[src/design/mcio_pkg.sv]
`timescale 1ns / 1ps

package mcio_pkg;

    // scroll window size per page, default
    localparam int SCROLL_BYTES_DEF = 64;

    // access kinds carried in tuser
    localparam logic OP_READ  = 1'b0;
    localparam logic OP_WRITE = 1'b1;

    // configuration register indexes
    localparam logic CFG_DIP_A = 1'b0;
    localparam logic CFG_DIP_B = 1'b1;

    // dip switch reset values
    localparam logic [7:0] DIP_A_RST = 8'hff;
    localparam logic [7:0] DIP_B_RST = 8'h60;

    // bus addresses
    localparam logic [15:0] CTRL_MASK     = 16'hfff8;
    localparam logic [15:0] SCROLL_BASE   = 16'h0020;
    localparam logic [15:0] MUL_LO_ADDR   = 16'h0200;
    localparam logic [15:0] MUL_HI_ADDR   = 16'h0201;
    localparam logic [15:0] PORT0_ADDR    = 16'h0400;
    localparam logic [15:0] DIP_A_ADDR    = 16'h0401;
    localparam logic [15:0] DIP_B_ADDR    = 16'h0402;
    localparam logic [15:0] PORT2_ADDR    = 16'h0403;
    localparam logic [15:0] PORT1_ADDR    = 16'h0404;
    localparam logic [15:0] TILE_ADDR     = 16'h040c;
    localparam logic [15:0] BANK_ADDR     = 16'h0410;
    localparam logic [15:0] SOUND_ADDR    = 16'h0414;
    localparam logic [15:0] SND_IRQ_ADDR  = 16'h0418;
    localparam logic [15:0] WDOG_ADDR     = 16'h041c;

    // controller register that triggers a sprite copy
    localparam logic [2:0] CTRL_SPR_REG = 3'd3;

    // sprite copy request codes
    localparam logic [1:0] SPR_NONE  = 2'd0;
    localparam logic [1:0] SPR_UPPER = 2'd1;
    localparam logic [1:0] SPR_LOWER = 2'd2;

    // decoded access, everything but the scroll byte itself
    typedef struct packed {
        logic [7:0] rd_data;
        logic       scroll_rd;
        logic [3:0] rom_bank;
        logic       video_page;
        logic       priority_mode;
        logic [7:0] tile_bank;
        logic [7:0] sound_cmd;
        logic       snd_irq;
        logic       wdog_kick;
        logic       ctrl_strobe;
        logic [2:0] ctrl_index;
        logic [7:0] ctrl_value;
        logic [1:0] sprite_copy;
    } t_dec;

    // scroll memory port controls
    typedef struct packed {
        logic wr;
        logic rd;
    } t_scr_cmd;

    // rom bank from the bank register
    function automatic logic [3:0] f_rom_bank(input logic [7:0] b);
        logic [3:0] bank;
        if (b[4]) begin
            bank = {1'b0, b[3:1]};
        end else begin
            bank = {3'b100, b[0]};
        end
        return bank;
    endfunction

endpackage

[src/design/mcio_scroll_ram.sv]
`timescale 1ns / 1ps

module mcio_scroll_ram #(
    parameter int SCROLL_BYTES = 64,
    localparam int DEPTH = 2 * SCROLL_BYTES,
    localparam int AW = $clog2(DEPTH)
) (
    input  logic              i_clk,
    input  logic              i_rst_n,
    input  mcio_pkg::t_scr_cmd i_cmd,
    input  logic [AW-1:0]     i_addr,
    input  logic [7:0]        i_wdata,
    output logic [7:0]        o_rdata
);
    import mcio_pkg::*;

    logic [7:0]       r_mem [DEPTH];
    logic [DEPTH-1:0] r_valid;
    logic [7:0]       r_q;
    logic             r_q_vld;

    // byte storage, registered read
    always_ff @(posedge i_clk) begin
        if (i_cmd.wr) begin
            r_mem[i_addr] <= i_wdata;
        end
        if (i_cmd.rd) begin
            r_q <= r_mem[i_addr];
        end
    end

    // per-entry valid bits stand in for the cleared reset contents
    always_ff @(posedge i_clk) begin
        if (!i_rst_n) begin
            r_valid <= '0;
            r_q_vld <= 1'b0;
        end else begin
            if (i_cmd.wr) begin
                r_valid[i_addr] <= 1'b1;
            end
            if (i_cmd.rd) begin
                r_q_vld <= r_valid[i_addr];
            end
        end
    end

    // never-written entries read as zero
    assign o_rdata = r_q_vld ? r_q : 8'h00;

endmodule

[src/design/mcio_regs.sv]
`timescale 1ns / 1ps

module mcio_regs #(
    parameter int SCROLL_BYTES = 64,
    localparam int AW = $clog2(2 * SCROLL_BYTES)
) (
    input  logic               i_clk,
    input  logic               i_rst_n,
    input  logic               i_cfg_wr_en,
    input  logic               i_cfg_index,
    input  logic [7:0]         i_cfg_wr_data,
    input  logic               i_accept,
    input  logic               i_opcode,
    input  logic [15:0]        i_address,
    input  logic [7:0]         i_write_data,
    input  logic [7:0]         i_port0,
    input  logic [7:0]         i_port1,
    input  logic [7:0]         i_port2,
    output mcio_pkg::t_dec     o_dec,
    output mcio_pkg::t_scr_cmd o_scr_cmd,
    output logic [AW-1:0]      o_scr_addr
);
    import mcio_pkg::*;

    localparam logic [15:0] SCROLL_LEN = 16'(SCROLL_BYTES);
    localparam logic [AW-1:0] PAGE_OFS = AW'(SCROLL_BYTES);

    logic [7:0] r_dip_a, r_dip_b;
    logic [7:0] r_op_a, r_op_b;
    logic [7:0] r_bank, r_tile, r_sound;
    logic [7:0] n_op_a, n_op_b;
    logic [7:0] n_bank, n_tile, n_sound;

    logic        is_wr;
    logic        is_ctrl;
    logic [15:0] scr_off;
    logic        in_scroll;
    logic [15:0] prod;
    logic [7:0]  rd_data;
    logic        snd_irq, wdog;

    // dip switch registers
    always_ff @(posedge i_clk) begin
        if (!i_rst_n) begin
            r_dip_a <= DIP_A_RST;
            r_dip_b <= DIP_B_RST;
        end else if (i_cfg_wr_en) begin
            unique case (i_cfg_index)
                CFG_DIP_A: r_dip_a <= i_cfg_wr_data;
                CFG_DIP_B: r_dip_b <= i_cfg_wr_data;
                default:   r_dip_a <= r_dip_a;
            endcase
        end
    end

    // address decode
    assign is_wr     = (i_opcode == OP_WRITE);
    assign is_ctrl   = ((i_address & CTRL_MASK) == 16'h0000);
    assign scr_off   = i_address - SCROLL_BASE;
    assign in_scroll = (i_address >= SCROLL_BASE) && (scr_off < SCROLL_LEN);
    assign prod      = 16'(r_op_a) * 16'(r_op_b);

    // register writes and read mux
    always_comb begin
        n_op_a  = r_op_a;
        n_op_b  = r_op_b;
        n_bank  = r_bank;
        n_tile  = r_tile;
        n_sound = r_sound;
        snd_irq = 1'b0;
        wdog    = 1'b0;
        rd_data = 8'h00;
        if (is_wr) begin
            if (!is_ctrl && !in_scroll) begin
                unique case (i_address)
                    MUL_LO_ADDR:  n_op_a  = i_write_data;
                    MUL_HI_ADDR:  n_op_b  = i_write_data;
                    TILE_ADDR:    n_tile  = i_write_data;
                    BANK_ADDR:    n_bank  = i_write_data;
                    SOUND_ADDR:   n_sound = i_write_data;
                    SND_IRQ_ADDR: snd_irq = 1'b1;
                    WDOG_ADDR:    wdog    = 1'b1;
                    default:      ;
                endcase
            end
        end else begin
            unique case (i_address)
                MUL_LO_ADDR: rd_data = prod[7:0];
                MUL_HI_ADDR: rd_data = prod[15:8];
                PORT0_ADDR:  rd_data = i_port0;
                DIP_A_ADDR:  rd_data = r_dip_a;
                DIP_B_ADDR:  rd_data = r_dip_b;
                PORT2_ADDR:  rd_data = i_port2;
                PORT1_ADDR:  rd_data = i_port1;
                default:     rd_data = 8'h00;
            endcase
        end
    end

    // state registers advance on each transfer
    always_ff @(posedge i_clk) begin
        if (!i_rst_n) begin
            r_op_a  <= 8'h00;
            r_op_b  <= 8'h00;
            r_bank  <= 8'h00;
            r_tile  <= 8'h00;
            r_sound <= 8'h00;
        end else if (i_accept) begin
            r_op_a  <= n_op_a;
            r_op_b  <= n_op_b;
            r_bank  <= n_bank;
            r_tile  <= n_tile;
            r_sound <= n_sound;
        end
    end

    // scroll memory access on the current page
    assign o_scr_cmd.wr = i_accept && is_wr && in_scroll;
    assign o_scr_cmd.rd = i_accept && !is_wr && in_scroll;
    assign o_scr_addr   = (r_bank[6] ? PAGE_OFS : '0) + scr_off[AW-1:0];

    // decoded result, register fields show the state after the access
    always_comb begin
        o_dec               = '0;
        o_dec.rd_data       = rd_data;
        o_dec.scroll_rd     = !is_wr && in_scroll;
        o_dec.rom_bank      = f_rom_bank(n_bank);
        o_dec.video_page    = n_bank[6];
        o_dec.priority_mode = n_bank[5];
        o_dec.tile_bank     = n_tile;
        o_dec.sound_cmd     = n_sound;
        o_dec.snd_irq       = snd_irq;
        o_dec.wdog_kick     = wdog;
        o_dec.sprite_copy   = SPR_NONE;
        if (is_wr && is_ctrl) begin
            o_dec.ctrl_strobe = 1'b1;
            o_dec.ctrl_index  = i_address[2:0];
            o_dec.ctrl_value  = i_write_data;
            if (i_address[2:0] == CTRL_SPR_REG) begin
                o_dec.sprite_copy = i_write_data[3] ? SPR_LOWER : SPR_UPPER;
            end
        end
    end

endmodule

[src/design/main_cpu_io_decoder.sv]
`timescale 1ns / 1ps

// Main CPU I/O decoder: one bus access per input transfer, one result per access.
// A transfer is accepted every clock cycle unless the output stalls; the decode
// and scroll memory read sit in the first register stage, the output register in
// the second, and the output register lets a new access in while a result waits.
// The scroll store (2 x SCROLL_BYTES bytes) reads as zero after reset through one
// valid flip-flop per entry, so no clearing pass is needed and input is taken
// right out of reset. The user writes DIP switch values through the config port
// (index 0 bank A, index 1 bank B) while the bus is idle; it is not enforced.
module main_cpu_io_decoder #(
    parameter int SCROLL_BYTES = mcio_pkg::SCROLL_BYTES_DEF
) (
    input  logic        i_clk,
    input  logic        i_rst_n,
    // config write port
    input  logic        i_cfg_wr_en,
    input  logic        i_cfg_index,
    input  logic [7:0]  i_cfg_wr_data,
    // bus access stream
    input  logic        s_axis_tvalid,
    output logic        s_axis_tready,
    // address[15:0], write_data[23:16], input_port_0[31:24],
    // input_port_1[39:32], input_port_2[47:40]
    input  logic [47:0] s_axis_tdata,
    // opcode[0]
    input  logic [0:0]  s_axis_tuser,
    // result stream
    output logic        m_axis_tvalid,
    input  logic        m_axis_tready,
    // read_data[7:0], rom_bank[11:8], video_page[12], priority_mode[13],
    // tile_bank_select[21:14], sound_command[29:22], sound_irq_pulse[30],
    // watchdog_kick[31], ctrl_write_strobe[32], ctrl_reg_index[35:33],
    // ctrl_write_value[43:36], sprite_copy[45:44], zero[47:46]
    output logic [47:0] m_axis_tdata
);
    import mcio_pkg::*;

    localparam int AW = $clog2(2 * SCROLL_BYTES);

    logic          accept;
    logic          s1_adv;
    t_dec          dec;
    t_scr_cmd      scr_cmd;
    logic [AW-1:0] scr_addr;
    logic [7:0]    scr_rdata;

    logic       r_s1_vld, n_s1_vld;
    t_dec       r_s1;
    logic       r_out_vld, n_out_vld;
    t_dec       r_out;
    t_dec       s1_final;

    // flow control
    assign s_axis_tready = !r_s1_vld || !r_out_vld || m_axis_tready;
    assign accept        = s_axis_tvalid && s_axis_tready;
    assign s1_adv        = r_s1_vld && (!r_out_vld || m_axis_tready);

    // decode and architectural state
    mcio_regs #(
        .SCROLL_BYTES(SCROLL_BYTES)
    ) u_regs (
        .i_clk        (i_clk),
        .i_rst_n      (i_rst_n),
        .i_cfg_wr_en  (i_cfg_wr_en),
        .i_cfg_index  (i_cfg_index),
        .i_cfg_wr_data(i_cfg_wr_data),
        .i_accept     (accept),
        .i_opcode     (s_axis_tuser[0]),
        .i_address    (s_axis_tdata[15:0]),
        .i_write_data (s_axis_tdata[23:16]),
        .i_port0      (s_axis_tdata[31:24]),
        .i_port1      (s_axis_tdata[39:32]),
        .i_port2      (s_axis_tdata[47:40]),
        .o_dec        (dec),
        .o_scr_cmd    (scr_cmd),
        .o_scr_addr   (scr_addr)
    );

    // scroll byte store
    mcio_scroll_ram #(
        .SCROLL_BYTES(SCROLL_BYTES)
    ) u_scroll (
        .i_clk  (i_clk),
        .i_rst_n(i_rst_n),
        .i_cmd  (scr_cmd),
        .i_addr (scr_addr),
        .i_wdata(s_axis_tdata[23:16]),
        .o_rdata(scr_rdata)
    );

    // stage valid bits
    always_comb begin
        n_s1_vld  = accept ? 1'b1 : (s1_adv ? 1'b0 : r_s1_vld);
        n_out_vld = s1_adv ? 1'b1 : (m_axis_tready ? 1'b0 : r_out_vld);
    end

    always_ff @(posedge i_clk) begin
        if (!i_rst_n) begin
            r_s1_vld  <= 1'b0;
            r_out_vld <= 1'b0;
        end else begin
            r_s1_vld  <= n_s1_vld;
            r_out_vld <= n_out_vld;
        end
    end

    // merge the scroll byte into the decoded result
    always_comb begin
        s1_final = r_s1;
        if (r_s1.scroll_rd) begin
            s1_final.rd_data = scr_rdata;
        end
    end

    // payload registers
    always_ff @(posedge i_clk) begin
        if (accept) begin
            r_s1 <= dec;
        end
        if (s1_adv) begin
            r_out <= s1_final;
        end
    end

    // output packing
    assign m_axis_tvalid = r_out_vld;
    assign m_axis_tdata  = {2'b00,
                            r_out.sprite_copy,
                            r_out.ctrl_value,
                            r_out.ctrl_index,
                            r_out.ctrl_strobe,
                            r_out.wdog_kick,
                            r_out.snd_irq,
                            r_out.sound_cmd,
                            r_out.tile_bank,
                            r_out.priority_mode,
                            r_out.video_page,
                            r_out.rom_bank,
                            r_out.rd_data};

    // sprite copy only comes with a write to its controller register
    a_spr_ctrl: assert property (@(posedge i_clk) disable iff (!i_rst_n)
        r_out_vld && (r_out.sprite_copy != SPR_NONE)
            |-> r_out.ctrl_strobe && (r_out.ctrl_index == CTRL_SPR_REG))
        else $error("sprite copy without controller write");

    // at most one write side effect per access
    a_one_strobe: assert property (@(posedge i_clk) disable iff (!i_rst_n)
        r_out_vld |-> $countones({r_out.ctrl_strobe, r_out.snd_irq, r_out.wdog_kick}) <= 1)
        else $error("several write strobes in one result");

    // read data only from reads
    a_rd_no_wr: assert property (@(posedge i_clk) disable iff (!i_rst_n)
        r_out_vld && (r_out.rd_data != 8'h00)
            |-> !r_out.ctrl_strobe && !r_out.snd_irq && !r_out.wdog_kick)
        else $error("read data on a write");

    // forwarded controller fields stay zero without the strobe
    a_ctrl_zero: assert property (@(posedge i_clk) disable iff (!i_rst_n)
        r_out_vld && !r_out.ctrl_strobe
            |-> (r_out.ctrl_index == 3'd0) && (r_out.ctrl_value == 8'h00))
        else $error("controller fields without strobe");

    // a pending decode moves into a free output register
    a_s1_moves: assert property (@(posedge i_clk) disable iff (!i_rst_n)
        r_s1_vld && !r_out_vld |=> r_out_vld)
        else $error("decode stage did not advance");

endmodule

[config.mk]
export PLATFORM = sky130hd
export DESIGN_NAME = main_cpu_io_decoder
export DESIGN_NICKNAME = d
export VERILOG_FILES = /design/src/design/mcio_pkg.sv /design/src/design/mcio_scroll_ram.sv /design/src/design/mcio_regs.sv /design/src/design/main_cpu_io_decoder.sv
export SDC_FILE = /design/constraint.sdc
export NUM_CORES = 2
export LEC_CHECK = 0
export BUFFER_PORTS_ARGS = -buffer_cell sky130_fd_sc_hd__buf_4
export CAP_MARGIN = 25
export CORE_UTILIZATION = 42
export DETAILED_ROUTE_END_ITERATION = 7
export PLACE_DENSITY_LB_ADDON = 0.3
export REMOVE_ABC_BUFFERS = 1
export SYNTH_ARGS = -nofsm -noshare
export SYNTH_HDL_FRONTEND = slang
export SYNTH_SLANG_ARGS = --single-unit
[constraint.sdc]
create_clock -name i_clk -period 9.4 [get_ports i_clk]
set_input_delay 0.94 -clock i_clk [delete_from_list [all_inputs] [get_ports i_clk]]
set_output_delay 0.94 -clock i_clk [all_outputs]
set_load 0.03 [all_outputs]
==> run metrics <==
drt wl/cell=26.21 um; GRT Overall Usage=0.2047; critical path data required time=9.84 ns; num rows=130; Critical Path Source Type=flip-flop; post-synthesis cell type count=73; synth top area cells=edfxtp_1, mux4_2, dfxtp_1, mux2i_1, nand2_1; post-synthesis mux area share=0.1551; HP Class=reg2reg; largest net degree at the start of global routing=98; fin worst setup slack=4.591 ns; Antenna Nets Post-Route=0; RSZ-0062 raised after global routing=no; Via density=5.723; Crit Path Max Fanout=9; max cap viols=0; Nets=3401; Post-CTS Resized=0; largest area contributor in the netlist=edfxtp_1; Reg power frac=0.515; EDFF count, synth=1125; fin. max-slew vios=0; highest clock rate=0.2080 GHz; clock root buffer=clkbuf_16; Switching Share=0.2193; postcts setup bufs=0; Internal Pwr Total=9602 uW; H-tree depth=4; clk_lat worst skew=0.74 ns; simple-gate share of the synthesized area=0.05717; Ports=113; DPL Wire Length=80270 um; Critical Path AT=5.25 ns; residual DRC count=4; Die Width=359.4 um; first-pass GRT wire length=196100 um; initial core utilization=0.4251; # diodes=0; predominant post-synthesis flop cell=edfxtp_1; Clock transition at path regs=0.06 ns; P_leak=0.01976 uW; grt total ovfl=0; P&R area growth vs syn=12.89%; total wire length=131800 um; CP Class=reg2reg; Setup Skew=0.02259 ns; clock share of power=0.434; antenna violations before repair=3; Seq cells post-synth=1311; Mapped Cells=3155; Hold Vio Cnt, Final=0; min Tclk post-route=4.809 ns; sw power=2696 uW; clock buffer count from CTS=137; Die H=359.4 um; post-synthesis xor/xnor area fraction=0.002122; via count=28780; layout cells sized above 1=0.2187; core area=0.1262 mm^2; VDD IR max=145.2 uV; CTS tree=yes; fin crit share=0.5115; post-synth top area share=0.6295; Sink Count=1311; worst slack, placed=4.258 ns; Avg Cell Area, Syn=17.01 um^2; gpl congestion=0.8515; pwr dens=203.0 mW/mm^2; fill count=10550; Iter 0 DRT Violations=3066; worst-margin pin slew=1.231 ns; Setup crit end kind=flip-flop; DRT Pass-1 Iters=8; worst rel slew slack=0.1686; status=finished with violations; ys async rst share=0; post-synthesis adder-cell area fraction=0.02206; die area=0.1292 mm^2; sum of negative setup slack=0 ns; clk buf depth=3; hold buffer count at cts=0; vias in the first global route=28710; cell area after synthesis=0.05366 mm^2; Comb pwr share=0.051; Yosys warning count=0; sequential share of the synthesized area=0.6989; combinational family with the most area after synthesis=multiplexers; compound-cell area share of the yosys netlist=0.04216; Final setup viols=0; Port-buffer cells=110; failing checks=design-rule violations
-- power by group through the flow --
| stage | sequential, uW | combinational [uW] | clock (uW) |
|---|---|---|---|
| global placement | 6460 | 622 | 0 |
| floorplan | 6480 | 235 | 0 |
| detailed placement | 6460 | 627 | 0 |
| CTS | 6340 | 628 | 5410 |
| global route | 6340 | 659 | 5640 |
| finish | 6340 | 623 | 5340 |
-- flip-flops by register name (all words and copies together), names as in the netlist, 7 cells and up --
register          flops
u_scroll.r_q          8
u_scroll.r_mem     1024
u_regs.r_bank         7
u_regs.r_dip_a        8
r_s1                 47
u_regs.r_dip_b        8
m_axis_tdata         46
u_scroll.r_valid    128
u_regs.r_op_a         8
u_regs.r_sound        8
u_regs.r_tile         8
u_regs.r_op_b         8
-- through the flow --
| stage | instances | hold WS [ns] | util | power (uW) | area (um^2) |
|---|---|---|---|---|---|
| global placement | 4772 | 0.4019 | 0.4443 | 7083 | 56080 |
| finish | 5029 | 0.4108 | 0.4799 | 12300 | 60580 |
| CTS | 5027 | 0.3982 | 0.4796 | 12380 | 60540 |
| global route | 5029 | 0.4209 | 0.4799 | 12630 | 60580 |
| floorplan | 2963 | 0.4003 | - | 6713 | 52700 |
| detailed placement | 4774 | 0.4045 | 0.4445 | 7089 | 56110 |
-- logic make-up after synthesis --
kind of cell	after synthesis
flip-flops	1311
AND/OR/NAND/NOR	666
multiplexers	467
AO/OA/AOI/OAI	368
buffers and inverters	256
adder cells (fa/ha/maj)	73
XOR/XNOR	13
other	1
-- critical path, cell delays in order (launching register included) --
cell and delay (ns):
dfxtp_1 0.50, nand2_1 0.13, fa_1 0.53, fa_1 0.56, inv_1 0.05, fa_1 0.47, inv_1 0.05, fa_1 0.47
inv_1 0.04, ha_1 0.32, o21a_1 0.21, a211o_1 0.31, a2111oi_0 0.57, o21ai_0 0.15, nand3b_1 0.11, a21oi_1 0.06
-- placed cells by master, fill, tap and decap left out, types with 10 or more instances in the layout --
master	Yosys	layout
nand3_1	38	35
nor2b_1	48	46
fa_1	36	36
a21oi_1	46	46
dfxtp_1	186	186
a31oi_1	11	11
inv_1	63	62
and2_1	70	70
nor2_1	152	152
clkbuf_1	99	34
o21a_1	10	10
a21boi_0	19	19
a211oi_1	17	17
o21ai_0	179	179
clkbuf_16	0	139
nand2_1	290	290
a22oi_1	10	10
mux2_2	66	66
ha_1	37	37
clkinv_2	0	19
o22ai_1	10	10
mux2i_1	116	116
o21bai_1	10	10
buf_4	24	153
nor3_1	15	15
mux4_2	285	285
edfxtp_1	1125	1125
clkinv_1	0	22
-- final cells by class --
class	instances	area (um^2)	share of cell area
Clock inverter	71	715.7	0.01181
Timing Repair Buffer	163	1321	0.02181
Clock buffer	182	3715	0.06132
Sequential cell	1311	37510	0.6191
Inverter	63	236.5	0.003904
Tap cell	1650	2064	0.03408
Multi-Input combinational cell	1589	15020	0.2479
-- worst paths after layout --
| path | depth (start not counted) | slack [ns] | start | to |
|---|---|---|---|---|
| setup / recovery | 15 | 4.59 | u_regs.r_op_b[2]$_SDFFE_PN0P_ | r_s1[46]$_SDFFCE_PP0P_ |
| hold reg to reg | 0 | 0.41 | r_s1[15]$_SDFFCE_PN0P_ | m_axis_tdata[30]$_DFFE_PP_ |
| setup reg to reg | 15 | 4.59 | u_regs.r_op_b[2]$_SDFFE_PN0P_ | r_s1[46]$_SDFFCE_PP0P_ |
| hold / removal | 0 | 0.41 | r_s1[15]$_SDFFCE_PN0P_ | m_axis_tdata[30]$_DFFE_PP_ |
-- layer usage --
metal	routed length (um)	global-route usage	vias up	share of wire
li1	-	-	12490	-
met1	56960	0.2917	14900	0.43
met2	62000	0.3204	1198	0.47
met3	9564	0.03723	188	0.073
met4	3300	0.06259	2	0.025
met5	11	0	-	0.000083
-- Yosys cell counts (9+ instances only) --
cell,count
a211oi_1,17
a21boi_0,19
a21oi_1,46
a22o_1,9
a22oi_1,10
a31oi_1,11
and2_1,70
buf_1,10
buf_2,46
buf_4,24
buf_6,12
clkbuf_1,99
dfxtp_1,186
edfxtp_1,1125
fa_1,36
ha_1,37
inv_1,63
mux2_2,66
mux2i_1,116
mux4_2,285
nand2_1,290
nand3_1,38
nor2_1,152
nor2b_1,48
nor3_1,15
o21a_1,10
o21ai_0,179
o21bai_1,10
o22ai_1,10
xnor2_1,9
Power figures use the tool's default switching activity.
